<file path="src/pcgrs_pkg.sv">
// Shared types, constants and the output permutation of the PCG32 range sampler.
package pcgrs_pkg;

  localparam logic [63:0] LCG_MULT  = 64'd6364136223846793005;
  localparam logic [63:0] INC_RESET = 64'd1442695040888963407;

  typedef enum logic [1:0] {
    CMD_RESEED = 2'd0,
    CMD_RAW    = 2'd1,
    CMD_RANGE  = 2'd2
  } cmd_t;

  typedef enum logic [3:0] {
    ST_IDLE,
    ST_PREP,
    ST_RESEED,
    ST_RAW,
    ST_LIMIT,
    ST_DRAW_HI,
    ST_DRAW_LO,
    ST_CHECK,
    ST_MOD,
    ST_FINISH
  } fsm_t;

  typedef enum logic [2:0] {
    PH_LO_LO,
    PH_HI_LO,
    PH_LO_HI,
    PH_ADD_CROSS,
    PH_ADD_INC
  } lcg_phase_t;

  // Status of a shared multi-cycle unit: busy while working, done for one cycle at the end.
  typedef struct packed {
    logic busy;
    logic done;
  } unit_stat_t;

  // XSH-RR output permutation of the old state.
  function automatic logic [31:0] xsh_rr(input logic [63:0] old);
    logic [63:0] shifted;
    logic [31:0] mixed;
    logic [63:0] doubled;
    shifted = ((old >> 18) ^ old) >> 27;
    mixed   = shifted[31:0];
    doubled = {mixed, mixed} >> old[63:59];
    return doubled[31:0];
  endfunction

endpackage

</file>
<file path="src/pcgrs_lcg.sv">
// One LCG step and XSH-RR draw, with the 64-bit multiply split over a shared 32x32 multiplier.
module pcgrs_lcg
  import pcgrs_pkg::*;
(
  input  logic        clk,
  input  logic        rst_n,
  input  logic        start,
  input  logic [63:0] state_in,
  input  logic [63:0] increment,
  output unit_stat_t  stat,
  output logic [63:0] next_state,
  output logic [31:0] draw
);

  logic        busy_r, busy_nxt;
  logic        done_r, done_nxt;
  lcg_phase_t  phase_r, phase_nxt;
  logic [63:0] st_r, st_nxt;
  logic [63:0] prod_r, prod_nxt;
  logic [63:0] acc_r, acc_nxt;
  logic [31:0] draw_r, draw_nxt;
  logic [31:0] mul_a, mul_b;

  // Operand selection for the shared multiplier; only the low partial product
  // and the two cross products survive modulo 2^64.
  always_comb begin
    case (phase_r)
      PH_LO_LO: begin
        mul_a = st_r[31:0];
        mul_b = LCG_MULT[31:0];
      end
      PH_HI_LO: begin
        mul_a = st_r[63:32];
        mul_b = LCG_MULT[31:0];
      end
      PH_LO_HI: begin
        mul_a = st_r[31:0];
        mul_b = LCG_MULT[63:32];
      end
      default: begin
        mul_a = 32'd0;
        mul_b = 32'd0;
      end
    endcase
  end

  always_comb begin
    busy_nxt  = busy_r;
    done_nxt  = 1'b0;
    phase_nxt = phase_r;
    st_nxt    = st_r;
    prod_nxt  = prod_r;
    acc_nxt   = acc_r;
    draw_nxt  = draw_r;
    if (start && !busy_r) begin
      busy_nxt  = 1'b1;
      phase_nxt = PH_LO_LO;
      st_nxt    = state_in;
      draw_nxt  = xsh_rr(state_in);
    end else if (busy_r) begin
      prod_nxt = {32'd0, mul_a} * {32'd0, mul_b};
      case (phase_r)
        PH_LO_LO: begin
          phase_nxt = PH_HI_LO;
        end
        PH_HI_LO: begin
          acc_nxt   = prod_r;
          phase_nxt = PH_LO_HI;
        end
        PH_LO_HI: begin
          acc_nxt   = acc_r + {prod_r[31:0], 32'd0};
          phase_nxt = PH_ADD_CROSS;
        end
        PH_ADD_CROSS: begin
          acc_nxt   = acc_r + {prod_r[31:0], 32'd0};
          phase_nxt = PH_ADD_INC;
        end
        PH_ADD_INC: begin
          acc_nxt  = acc_r + increment;
          busy_nxt = 1'b0;
          done_nxt = 1'b1;
        end
        default: begin
          busy_nxt = 1'b0;
        end
      endcase
    end
  end

  always_ff @(posedge clk) begin
    if (!rst_n) begin
      busy_r  <= 1'b0;
      done_r  <= 1'b0;
      phase_r <= PH_LO_LO;
    end else begin
      busy_r  <= busy_nxt;
      done_r  <= done_nxt;
      phase_r <= phase_nxt;
    end
    st_r   <= st_nxt;
    prod_r <= prod_nxt;
    acc_r  <= acc_nxt;
    draw_r <= draw_nxt;
  end

  assign stat.busy  = busy_r;
  assign stat.done  = done_r;
  assign next_state = acc_r;
  assign draw       = draw_r;

endmodule

</file>
<file path="src/pcgrs_div.sv">
// Restoring remainder unit, one quotient bit per cycle, for 64-bit operands.
module pcgrs_div
  import pcgrs_pkg::*;
(
  input  logic        clk,
  input  logic        rst_n,
  input  logic        start,
  input  logic [63:0] dividend,
  input  logic [63:0] divisor,
  output unit_stat_t  stat,
  output logic [63:0] remainder
);

  logic        busy_r, busy_nxt;
  logic        done_r, done_nxt;
  logic [5:0]  cnt_r, cnt_nxt;
  logic [63:0] dvd_r, dvd_nxt;
  logic [63:0] dvs_r, dvs_nxt;
  logic [63:0] rem_r, rem_nxt;
  logic [64:0] trial;

  assign trial = {rem_r, dvd_r[63]};

  always_comb begin
    busy_nxt = busy_r;
    done_nxt = 1'b0;
    cnt_nxt  = cnt_r;
    dvd_nxt  = dvd_r;
    dvs_nxt  = dvs_r;
    rem_nxt  = rem_r;
    if (start && !busy_r) begin
      busy_nxt = 1'b1;
      cnt_nxt  = '1;
      dvd_nxt  = dividend;
      dvs_nxt  = divisor;
      rem_nxt  = 64'd0;
    end else if (busy_r) begin
      dvd_nxt = {dvd_r[62:0], 1'b0};
      if (trial >= {1'b0, dvs_r}) begin
        rem_nxt = 64'(trial - {1'b0, dvs_r});
      end else begin
        rem_nxt = trial[63:0];
      end
      cnt_nxt = cnt_r - 6'd1;
      if (cnt_r == 6'd0) begin
        busy_nxt = 1'b0;
        done_nxt = 1'b1;
      end
    end
  end

  always_ff @(posedge clk) begin
    if (!rst_n) begin
      busy_r <= 1'b0;
      done_r <= 1'b0;
    end else begin
      busy_r <= busy_nxt;
      done_r <= done_nxt;
    end
    cnt_r <= cnt_nxt;
    dvd_r <= dvd_nxt;
    dvs_r <= dvs_nxt;
    rem_r <= rem_nxt;
  end

  assign stat.busy = busy_r;
  assign stat.done = done_r;
  assign remainder = rem_r;

endmodule

</file>
<file path="src/pcg32_range_sampler_core.sv">
// Top level of the PCG32 range sampler: request sequencer, generator state and result register.
//
// Usage. A request enters on the in_ channel (in_valid high, in_stall low) and
// carries a command: reseed, raw 32-bit draw, or a draw in an inclusive range.
// Exactly one result leaves on the out_ channel for every request. The block
// handles one request at a time and holds in_stall high from acceptance until
// its result has been placed in the output register.
// A reseed or a raw draw takes one LCG step, which holds the sequencer while
// it runs on the shared 32x32 multiplier. A range draw takes two passes of the
// remainder unit (the rejection limit and the final reduction) and two LCG
// steps, and each rejected draw repeats the two LCG steps.
// A full 64-bit range skips both remainder passes; a reversed range reports
// range_error without touching the generator.
// The result register decouples the receiver: the block takes the next
// request while a result still waits; a request that finishes while the old
// result is stalled waits in its final state until the register frees.
// The user must write the increment register through cfg_ only while the block is
// idle; the block does not enforce this. Bit 0 is forced high. Reset loads it and
// the generator state with the standard PCG32 default increment and clears all control state.
module pcg32_range_sampler_core
  import pcgrs_pkg::*;
(
  input  logic        clk,
  input  logic        rst_n,
  input  logic        in_valid,
  output logic        in_stall,
  input  logic [1:0]  in_cmd,
  input  logic [63:0] in_seed_value,
  input  logic [63:0] in_range_min,
  input  logic [63:0] in_range_max,
  output logic        out_valid,
  input  logic        out_stall,
  output logic [63:0] out_random_value,
  output logic        out_range_error,
  input  logic        cfg_wr_en,
  input  logic [63:0] cfg_wr_data
);

  fsm_t        fsm_r, fsm_nxt;
  logic [63:0] inc_r, inc_nxt;
  logic [63:0] state_r, state_nxt;
  logic [1:0]  cmd_r, cmd_nxt;
  logic [63:0] seed_r, seed_nxt;
  logic [63:0] lo_r, lo_nxt;
  logic [63:0] hi_r, hi_nxt;
  logic [63:0] span_r, span_nxt;
  logic        full_r, full_nxt;
  logic [63:0] limit_r, limit_nxt;
  logic [63:0] draw_r, draw_nxt;
  logic [63:0] value_r, value_nxt;
  logic        err_r, err_nxt;
  logic        out_valid_r, out_valid_nxt;
  logic [63:0] out_value_r, out_value_nxt;
  logic        out_err_r, out_err_nxt;

  logic        accept;
  logic        can_send;
  logic        range_bad;
  logic        range_full;
  logic        in_draw;
  logic        lcg_start;
  unit_stat_t  lcg_stat;
  logic [63:0] lcg_next;
  logic [31:0] lcg_draw;
  logic        div_start;
  logic [63:0] div_dividend;
  unit_stat_t  div_stat;
  logic [63:0] div_rem;

  assign accept   = in_valid && !in_stall;
  assign in_stall = (fsm_r != ST_IDLE);
  assign can_send = !out_valid_r || !out_stall;

  // Range checks on the latched request; these feed the decision in the
  // preparation cycle.
  assign range_bad  = (lo_r > hi_r);
  assign range_full = (lo_r == 64'd0) && (hi_r == '1);

  assign in_draw = (fsm_r == ST_RESEED) || (fsm_r == ST_RAW) ||
                   (fsm_r == ST_DRAW_HI) || (fsm_r == ST_DRAW_LO);

  // A unit is started once on entry to a state that needs it; the done
  // cycle is excluded so that the leaving state does not restart it.
  assign lcg_start = in_draw && !lcg_stat.busy && !lcg_stat.done;
  assign div_start = ((fsm_r == ST_LIMIT) || (fsm_r == ST_MOD)) &&
                     !div_stat.busy && !div_stat.done;

  // The limit is (2^64 - span) mod span; the final reduction is draw mod span.
  assign div_dividend = (fsm_r == ST_LIMIT) ? (64'd0 - span_r) : draw_r;

  pcgrs_lcg u_lcg (
    .clk       (clk),
    .rst_n     (rst_n),
    .start     (lcg_start),
    .state_in  (state_r),
    .increment (inc_r),
    .stat      (lcg_stat),
    .next_state(lcg_next),
    .draw      (lcg_draw)
  );

  pcgrs_div u_div (
    .clk      (clk),
    .rst_n    (rst_n),
    .start    (div_start),
    .dividend (div_dividend),
    .divisor  (span_r),
    .stat     (div_stat),
    .remainder(div_rem)
  );

  // Next state of the sequencer.
  always_comb begin
    fsm_nxt = fsm_r;
    case (fsm_r)
      ST_IDLE: begin
        if (accept) begin
          fsm_nxt = ST_PREP;
        end
      end
      ST_PREP: begin
        case (cmd_r)
          CMD_RESEED: fsm_nxt = ST_RESEED;
          CMD_RAW:    fsm_nxt = ST_RAW;
          CMD_RANGE: begin
            if (range_bad) begin
              fsm_nxt = ST_FINISH;
            end else if (range_full) begin
              fsm_nxt = ST_DRAW_HI;
            end else begin
              fsm_nxt = ST_LIMIT;
            end
          end
          default:    fsm_nxt = ST_FINISH;
        endcase
      end
      ST_RESEED, ST_RAW: begin
        if (lcg_stat.done) begin
          fsm_nxt = ST_FINISH;
        end
      end
      ST_LIMIT: begin
        if (div_stat.done) begin
          fsm_nxt = ST_DRAW_HI;
        end
      end
      ST_DRAW_HI: begin
        if (lcg_stat.done) begin
          fsm_nxt = ST_DRAW_LO;
        end
      end
      ST_DRAW_LO: begin
        if (lcg_stat.done) begin
          fsm_nxt = full_r ? ST_FINISH : ST_CHECK;
        end
      end
      ST_CHECK: begin
        fsm_nxt = (draw_r < limit_r) ? ST_DRAW_HI : ST_MOD;
      end
      ST_MOD: begin
        if (div_stat.done) begin
          fsm_nxt = ST_FINISH;
        end
      end
      ST_FINISH: begin
        if (can_send) begin
          fsm_nxt = ST_IDLE;
        end
      end
      default: fsm_nxt = ST_IDLE;
    endcase
  end

  // Datapath and result register updates.
  always_comb begin
    inc_nxt       = inc_r;
    state_nxt     = state_r;
    cmd_nxt       = cmd_r;
    seed_nxt      = seed_r;
    lo_nxt        = lo_r;
    hi_nxt        = hi_r;
    span_nxt      = span_r;
    full_nxt      = full_r;
    limit_nxt     = limit_r;
    draw_nxt      = draw_r;
    value_nxt     = value_r;
    err_nxt       = err_r;
    out_valid_nxt = out_valid_r && out_stall;
    out_value_nxt = out_value_r;
    out_err_nxt   = out_err_r;

    if (cfg_wr_en) begin
      inc_nxt = cfg_wr_data | 64'd1;
    end

    // Every finished LCG step moves the generator on.
    if (lcg_stat.done) begin
      state_nxt = lcg_next;
    end

    case (fsm_r)
      ST_IDLE: begin
        if (accept) begin
          cmd_nxt  = in_cmd;
          seed_nxt = in_seed_value;
          lo_nxt   = in_range_min;
          hi_nxt   = in_range_max;
        end
      end
      ST_PREP: begin
        value_nxt = 64'd0;
        span_nxt  = hi_r - lo_r + 64'd1;
        full_nxt  = range_full;
        err_nxt   = (cmd_r == CMD_RANGE) && range_bad;
        if (cmd_r == CMD_RESEED) begin
          state_nxt = seed_r + inc_r;
        end
      end
      ST_RAW: begin
        if (lcg_stat.done) begin
          value_nxt = {32'd0, lcg_draw};
        end
      end
      ST_LIMIT: begin
        if (div_stat.done) begin
          limit_nxt = div_rem;
        end
      end
      ST_DRAW_HI: begin
        if (lcg_stat.done) begin
          draw_nxt = {lcg_draw, draw_r[31:0]};
        end
      end
      ST_DRAW_LO: begin
        if (lcg_stat.done) begin
          draw_nxt = {draw_r[63:32], lcg_draw};
          if (full_r) begin
            value_nxt = {draw_r[63:32], lcg_draw};
          end
        end
      end
      ST_MOD: begin
        if (div_stat.done) begin
          value_nxt = lo_r + div_rem;
        end
      end
      ST_FINISH: begin
        if (can_send) begin
          out_valid_nxt = 1'b1;
          out_value_nxt = value_r;
          out_err_nxt   = err_r;
        end
      end
      default: begin
      end
    endcase
  end

  always_ff @(posedge clk) begin
    if (!rst_n) begin
      fsm_r       <= ST_IDLE;
      inc_r       <= INC_RESET;
      state_r     <= INC_RESET;
      out_valid_r <= 1'b0;
    end else begin
      fsm_r       <= fsm_nxt;
      inc_r       <= inc_nxt;
      state_r     <= state_nxt;
      out_valid_r <= out_valid_nxt;
    end
    cmd_r       <= cmd_nxt;
    seed_r      <= seed_nxt;
    lo_r        <= lo_nxt;
    hi_r        <= hi_nxt;
    span_r      <= span_nxt;
    full_r      <= full_nxt;
    limit_r     <= limit_nxt;
    draw_r      <= draw_nxt;
    value_r     <= value_nxt;
    err_r       <= err_nxt;
    out_value_r <= out_value_nxt;
    out_err_r   <= out_err_nxt;
  end

  assign out_valid        = out_valid_r;
  assign out_random_value = out_value_r;
  assign out_range_error  = out_err_r;

endmodule
</file>
<file path="config.mk">
export PLATFORM = sky130hd
export DESIGN_NAME = pcg32_range_sampler_core
export DESIGN_NICKNAME = d
export VERILOG_FILES = /design/src/pcgrs_pkg.sv /design/src/pcgrs_lcg.sv /design/src/pcgrs_div.sv /design/src/pcg32_range_sampler_core.sv
export SDC_FILE = /design/constraint.sdc
export NUM_CORES = 2
export LEC_CHECK = 0
export ABC_AREA = 0
export BUFFER_PORTS_ARGS = -buffer_cell sky130_fd_sc_hd__buf_2
export CELL_PAD_IN_SITES_DETAIL_PLACEMENT = 0
export CELL_PAD_IN_SITES_GLOBAL_PLACEMENT = 1
export CORE_MARGIN = 2
export CORE_UTILIZATION = 55
export DETAILED_ROUTE_END_ITERATION = 12
export GPL_ROUTABILITY_DRIVEN = 1
export PLACE_DENSITY_LB_ADDON = 0.2
export SLEW_MARGIN = 10
export SYNTH_ARGS = -nofsm -noshare
export SYNTH_HDL_FRONTEND = slang
export SYNTH_SLANG_ARGS = --single-unit
</file>
<file path="constraint.sdc">
create_clock -name clk -period 13.1 [get_ports clk]
set_input_delay 3.93 -clock clk [delete_from_list [all_inputs] [get_ports clk]]
set_output_delay 3.93 -clock clk [all_outputs]
set_load 0.05 [all_outputs]
</file>
==> summary.txt <==
Status -> finished clean
Rows -> 146
Post-Syn Area per Cell -> 10.0 sq um
Non-Filler Cell Area, Final -> 95,500 sq um
Die Area -> 163,000 sq um
Startpoint type of the worst setup path -> flip-flop
Worst EP arrival -> 11.38 ns
CP Capture Type -> flip-flop
Crit path launch -> u_lcg.phase_r[2]$_SDFFE_PP0P_
Synth Cell Area -> 87,800 sq um
CP Capture Point -> u_lcg.prod_r[62]$_DFFE_PP_
Num Clock Sinks -> 1,077
Crit Path Class -> reg2reg
Fillers -> 13,600
Setup Fix Bufs, Post-CTS -> 0
GR Overflow Total -> 0
Routability Congestion -> 0.988
Max clock buf depth -> 3
Top cells by area, synth -> edfxtp_1 (30%), ha_1 (14%), fa_1 (13%)
Reg2reg end -> u_lcg.prod_r[62]$_DFFE_PP_
Crit-path slowest cell -> a22oi_1
Die width -> 404 um
Commonest non-fill, non-tap cell in the layout -> inv_1
First-pass GRT wire length -> 415 mm
Area Overhead vs Synth -> 8.79%
Yosys cell types -> 95
Detail Route Antenna Nets -> 0
GRT Max-Usage Layer -> met2
Setup TNS -> 0 ns
Post-synth top area share -> 29.7%
Setup WS post-layout -> 2.26 ns
Antenna violations before repair -> 8
Skew final -> 0.0423 ns
CP dominant cell by count -> fa_1
Unrepaired setup endpoints after global routing -> false
Reg2Reg Depth -> 28
Die Ht -> 404 um
CTS resizes -> 0
Largest family of logic cells by synthesized area -> adder cells
CP max FO -> 17
Ports -> 330
Iteration count of the initial detailed-routing pass -> 5
Ys Warns -> 0
Most frequent cells in the layout -> inv_1 (1,183), ha_1 (1,010), edfxtp_1 (868), nand2_1 (624), a21oi_1 (590)
Core Box Area -> 158,000 sq um
Async SR Flop Fraction -> 0%
XOR/XNOR Fraction of Synth Area -> 4.58%
Slew HR -> 17.4%
CTS H-Tree Depth -> 3
Root Driver -> clkbuf_16
Hold Violations, Final -> 0
Synth Area in Compound Gates -> 14.8%
Synth Area in Adders -> 27.0%
Hold Slack -> 0.418 ns
Fin crit share -> 82.8%
Initial DRC count -> 5,633
DR vias/cell -> 5.97
GR Layer Usage met2 -> 56.6%
Main synth FF type -> edfxtp_1
NumNets Final -> 10,800
Pins Over Slew Limit -> 0
Met1 Use GR -> 43.1%
EDFF count, synth -> 868
Via Count -> 66,700
Setup Slack @ Placement -> 2.40 ns
Worst R2R Setup Slack -> 2.26 ns
GR Util met3 -> 4.28%
Mux contribution to synthesized area -> 2.44%
Clk pin slew, worst setup/hold paths -> 0.06 ns
CTS Buf Count -> 118
Seq/Total Area, Yosys -> 34.5%
Clock tree from TritonCTS -> yes
# hold bufs at CTS -> 0
Least-Margin Pin Slew -> 1.24 ns
IO Port Bufs -> 328
# setup viols final -> 0
Min cycle time layout -> 10.84 ns
Slowest stage delay, CP -> 0.86 ns
Placement Cell Area -> 91,500 sq um
Hpwl dp -> 225 mm
CP required -> 13.63 ns
Fmax -> 0.0922 GHz
Post-synthesis register bit count -> 1,077
Initial Utilization -> 55.4%
Largest net degree at the start of global routing -> 70
Net Count, Synth -> 10,600
Vias in the first global route -> 67,200
Cells after synthesis -> 8,773
Tot GR Track Use -> 34.1%
DRC viols -> 0
Hold Path Class -> reg2reg
Layout cells sized above 1 -> 7.72%
Clock Latency Late Sink -> 0.80 ns
Reg2Reg Launch Point -> u_lcg.phase_r[2]$_SDFFE_PP0P_
Simple-gate share of the synthesized area -> 10.3%
DR WL/cell -> 24.9 um
Max_cap viols -> 0
Cell accounting for the most synthesized area -> edfxtp_1
WL final -> 278 mm
==> through the flow <==
step / std cells / util (%)
2_1_floorplan: 8773 / -
3_3_place_gp: 10900 / 57.8
3_5_place_dp: 10900 / 57.8
4_1_cts: 11200 / 60.3
5_1_grt: 11200 / 60.3
6_report: 11200 / 60.3
==> layout make-up <==
cell class,instances,area [sq um],share of cell area [%]
Timing Repair Buffer,400,2190,2.29
Multi-Input combinational cell,6195,52000,54.5
Clock inverter,65,688,0.721
Inverter,1192,4480,4.69
Clock buffer,155,3270,3.43
Antenna cell,4,10.0,0.0105
Tap cell,2072,2590,2.71
Sequential cell,1077,30300,31.7
==> cell usage after synthesis, drive strengths merged, types with 203 or more instances <==
cell type     n
xor2        203
a21oi       591
clkbuf      283
nand2       626
nor2        492
inv        1190
fa          553
xnor2       256
o21ai       528
ha         1010
dfxtp       209
a21o        327
edfxtp      868
==> layer usage <==
layer / part of all wire [%] / routed length (um)
met1: 40 / 112000
met2: 47 / 132000
met3: 5.8 / 16100
met4: 6.7 / 18700
met5: 0.0072 / 20
==> cell families (layout without fill, tap and decap cells) <==
kind of cell               after synthesis  in the layout
xor gates and xnor gates               459            459
buffers and inverters                 1501           1812
other                                    0              4
DFF                                   1077           1077
AOI/OAI and AO/OA                     2065           2065
and+or+nand+nor                       1909           1909
adders and majority gates             1563           1563
muxes                                  199            199
==> worst max-delay path: cells and delay by family (launching register included) <==
kind                     cells  cell delay (ns)
adder cells (fa/ha/maj)      9             4.62
flip-flops                   1             0.51
buffers and inverters        4             1.17
AO/OA/AOI/OAI               11             3.24
XOR/XNOR                     1             0.08
AND/OR/NAND/NOR              3             0.98
==> registers in the layout (all words and copies together) (netlist names), 2 cells and up <==
register / count
u_lcg.st_r: 64
u_div.cnt_r: 6
u_div.dvs_r: 64
out_random_value: 64
u_lcg.draw: 32
lo_r: 64
limit_r: 64
u_lcg.phase_r: 3
inc_r: 63
u_div.dvd_r: 64
state_r: 64
u_lcg.next_state: 64
cmd_r: 2
u_lcg.prod_r: 63
span_r: 64
seed_r: 64
fsm_r: 4
u_div.remainder: 64
hi_r: 64
draw_r: 64
value_r: 64
==> worst min-delay path by stage <==
| stage | endpoint | cells after the start | start | slack, ns |
|---|---|---|---|---|
| after floorplan | out_random_value[0]$_DFFE_PP_ | 0 | value_r[0]$_DFFE_PP_ | 0.40 |
| after global placement | out_random_value[27]$_DFFE_PP_ | 0 | value_r[27]$_DFFE_PP_ | 0.40 |
| after detailed placement | out_random_value[57]$_DFFE_PP_ | 0 | value_r[57]$_DFFE_PP_ | 0.40 |
| after CTS | out_random_value[57]$_DFFE_PP_ | 0 | value_r[57]$_DFFE_PP_ | 0.42 |
| after global routing | out_random_value[2]$_DFFE_PP_ | 0 | value_r[2]$_DFFE_PP_ | 0.42 |
| final | out_random_value[15]$_DFFE_PP_ | 0 | value_r[15]$_DFFE_PP_ | 0.42 |
Power is not shown: default switching activity piles up to over one toggle a cycle in this logic, so the estimate is an artifact.
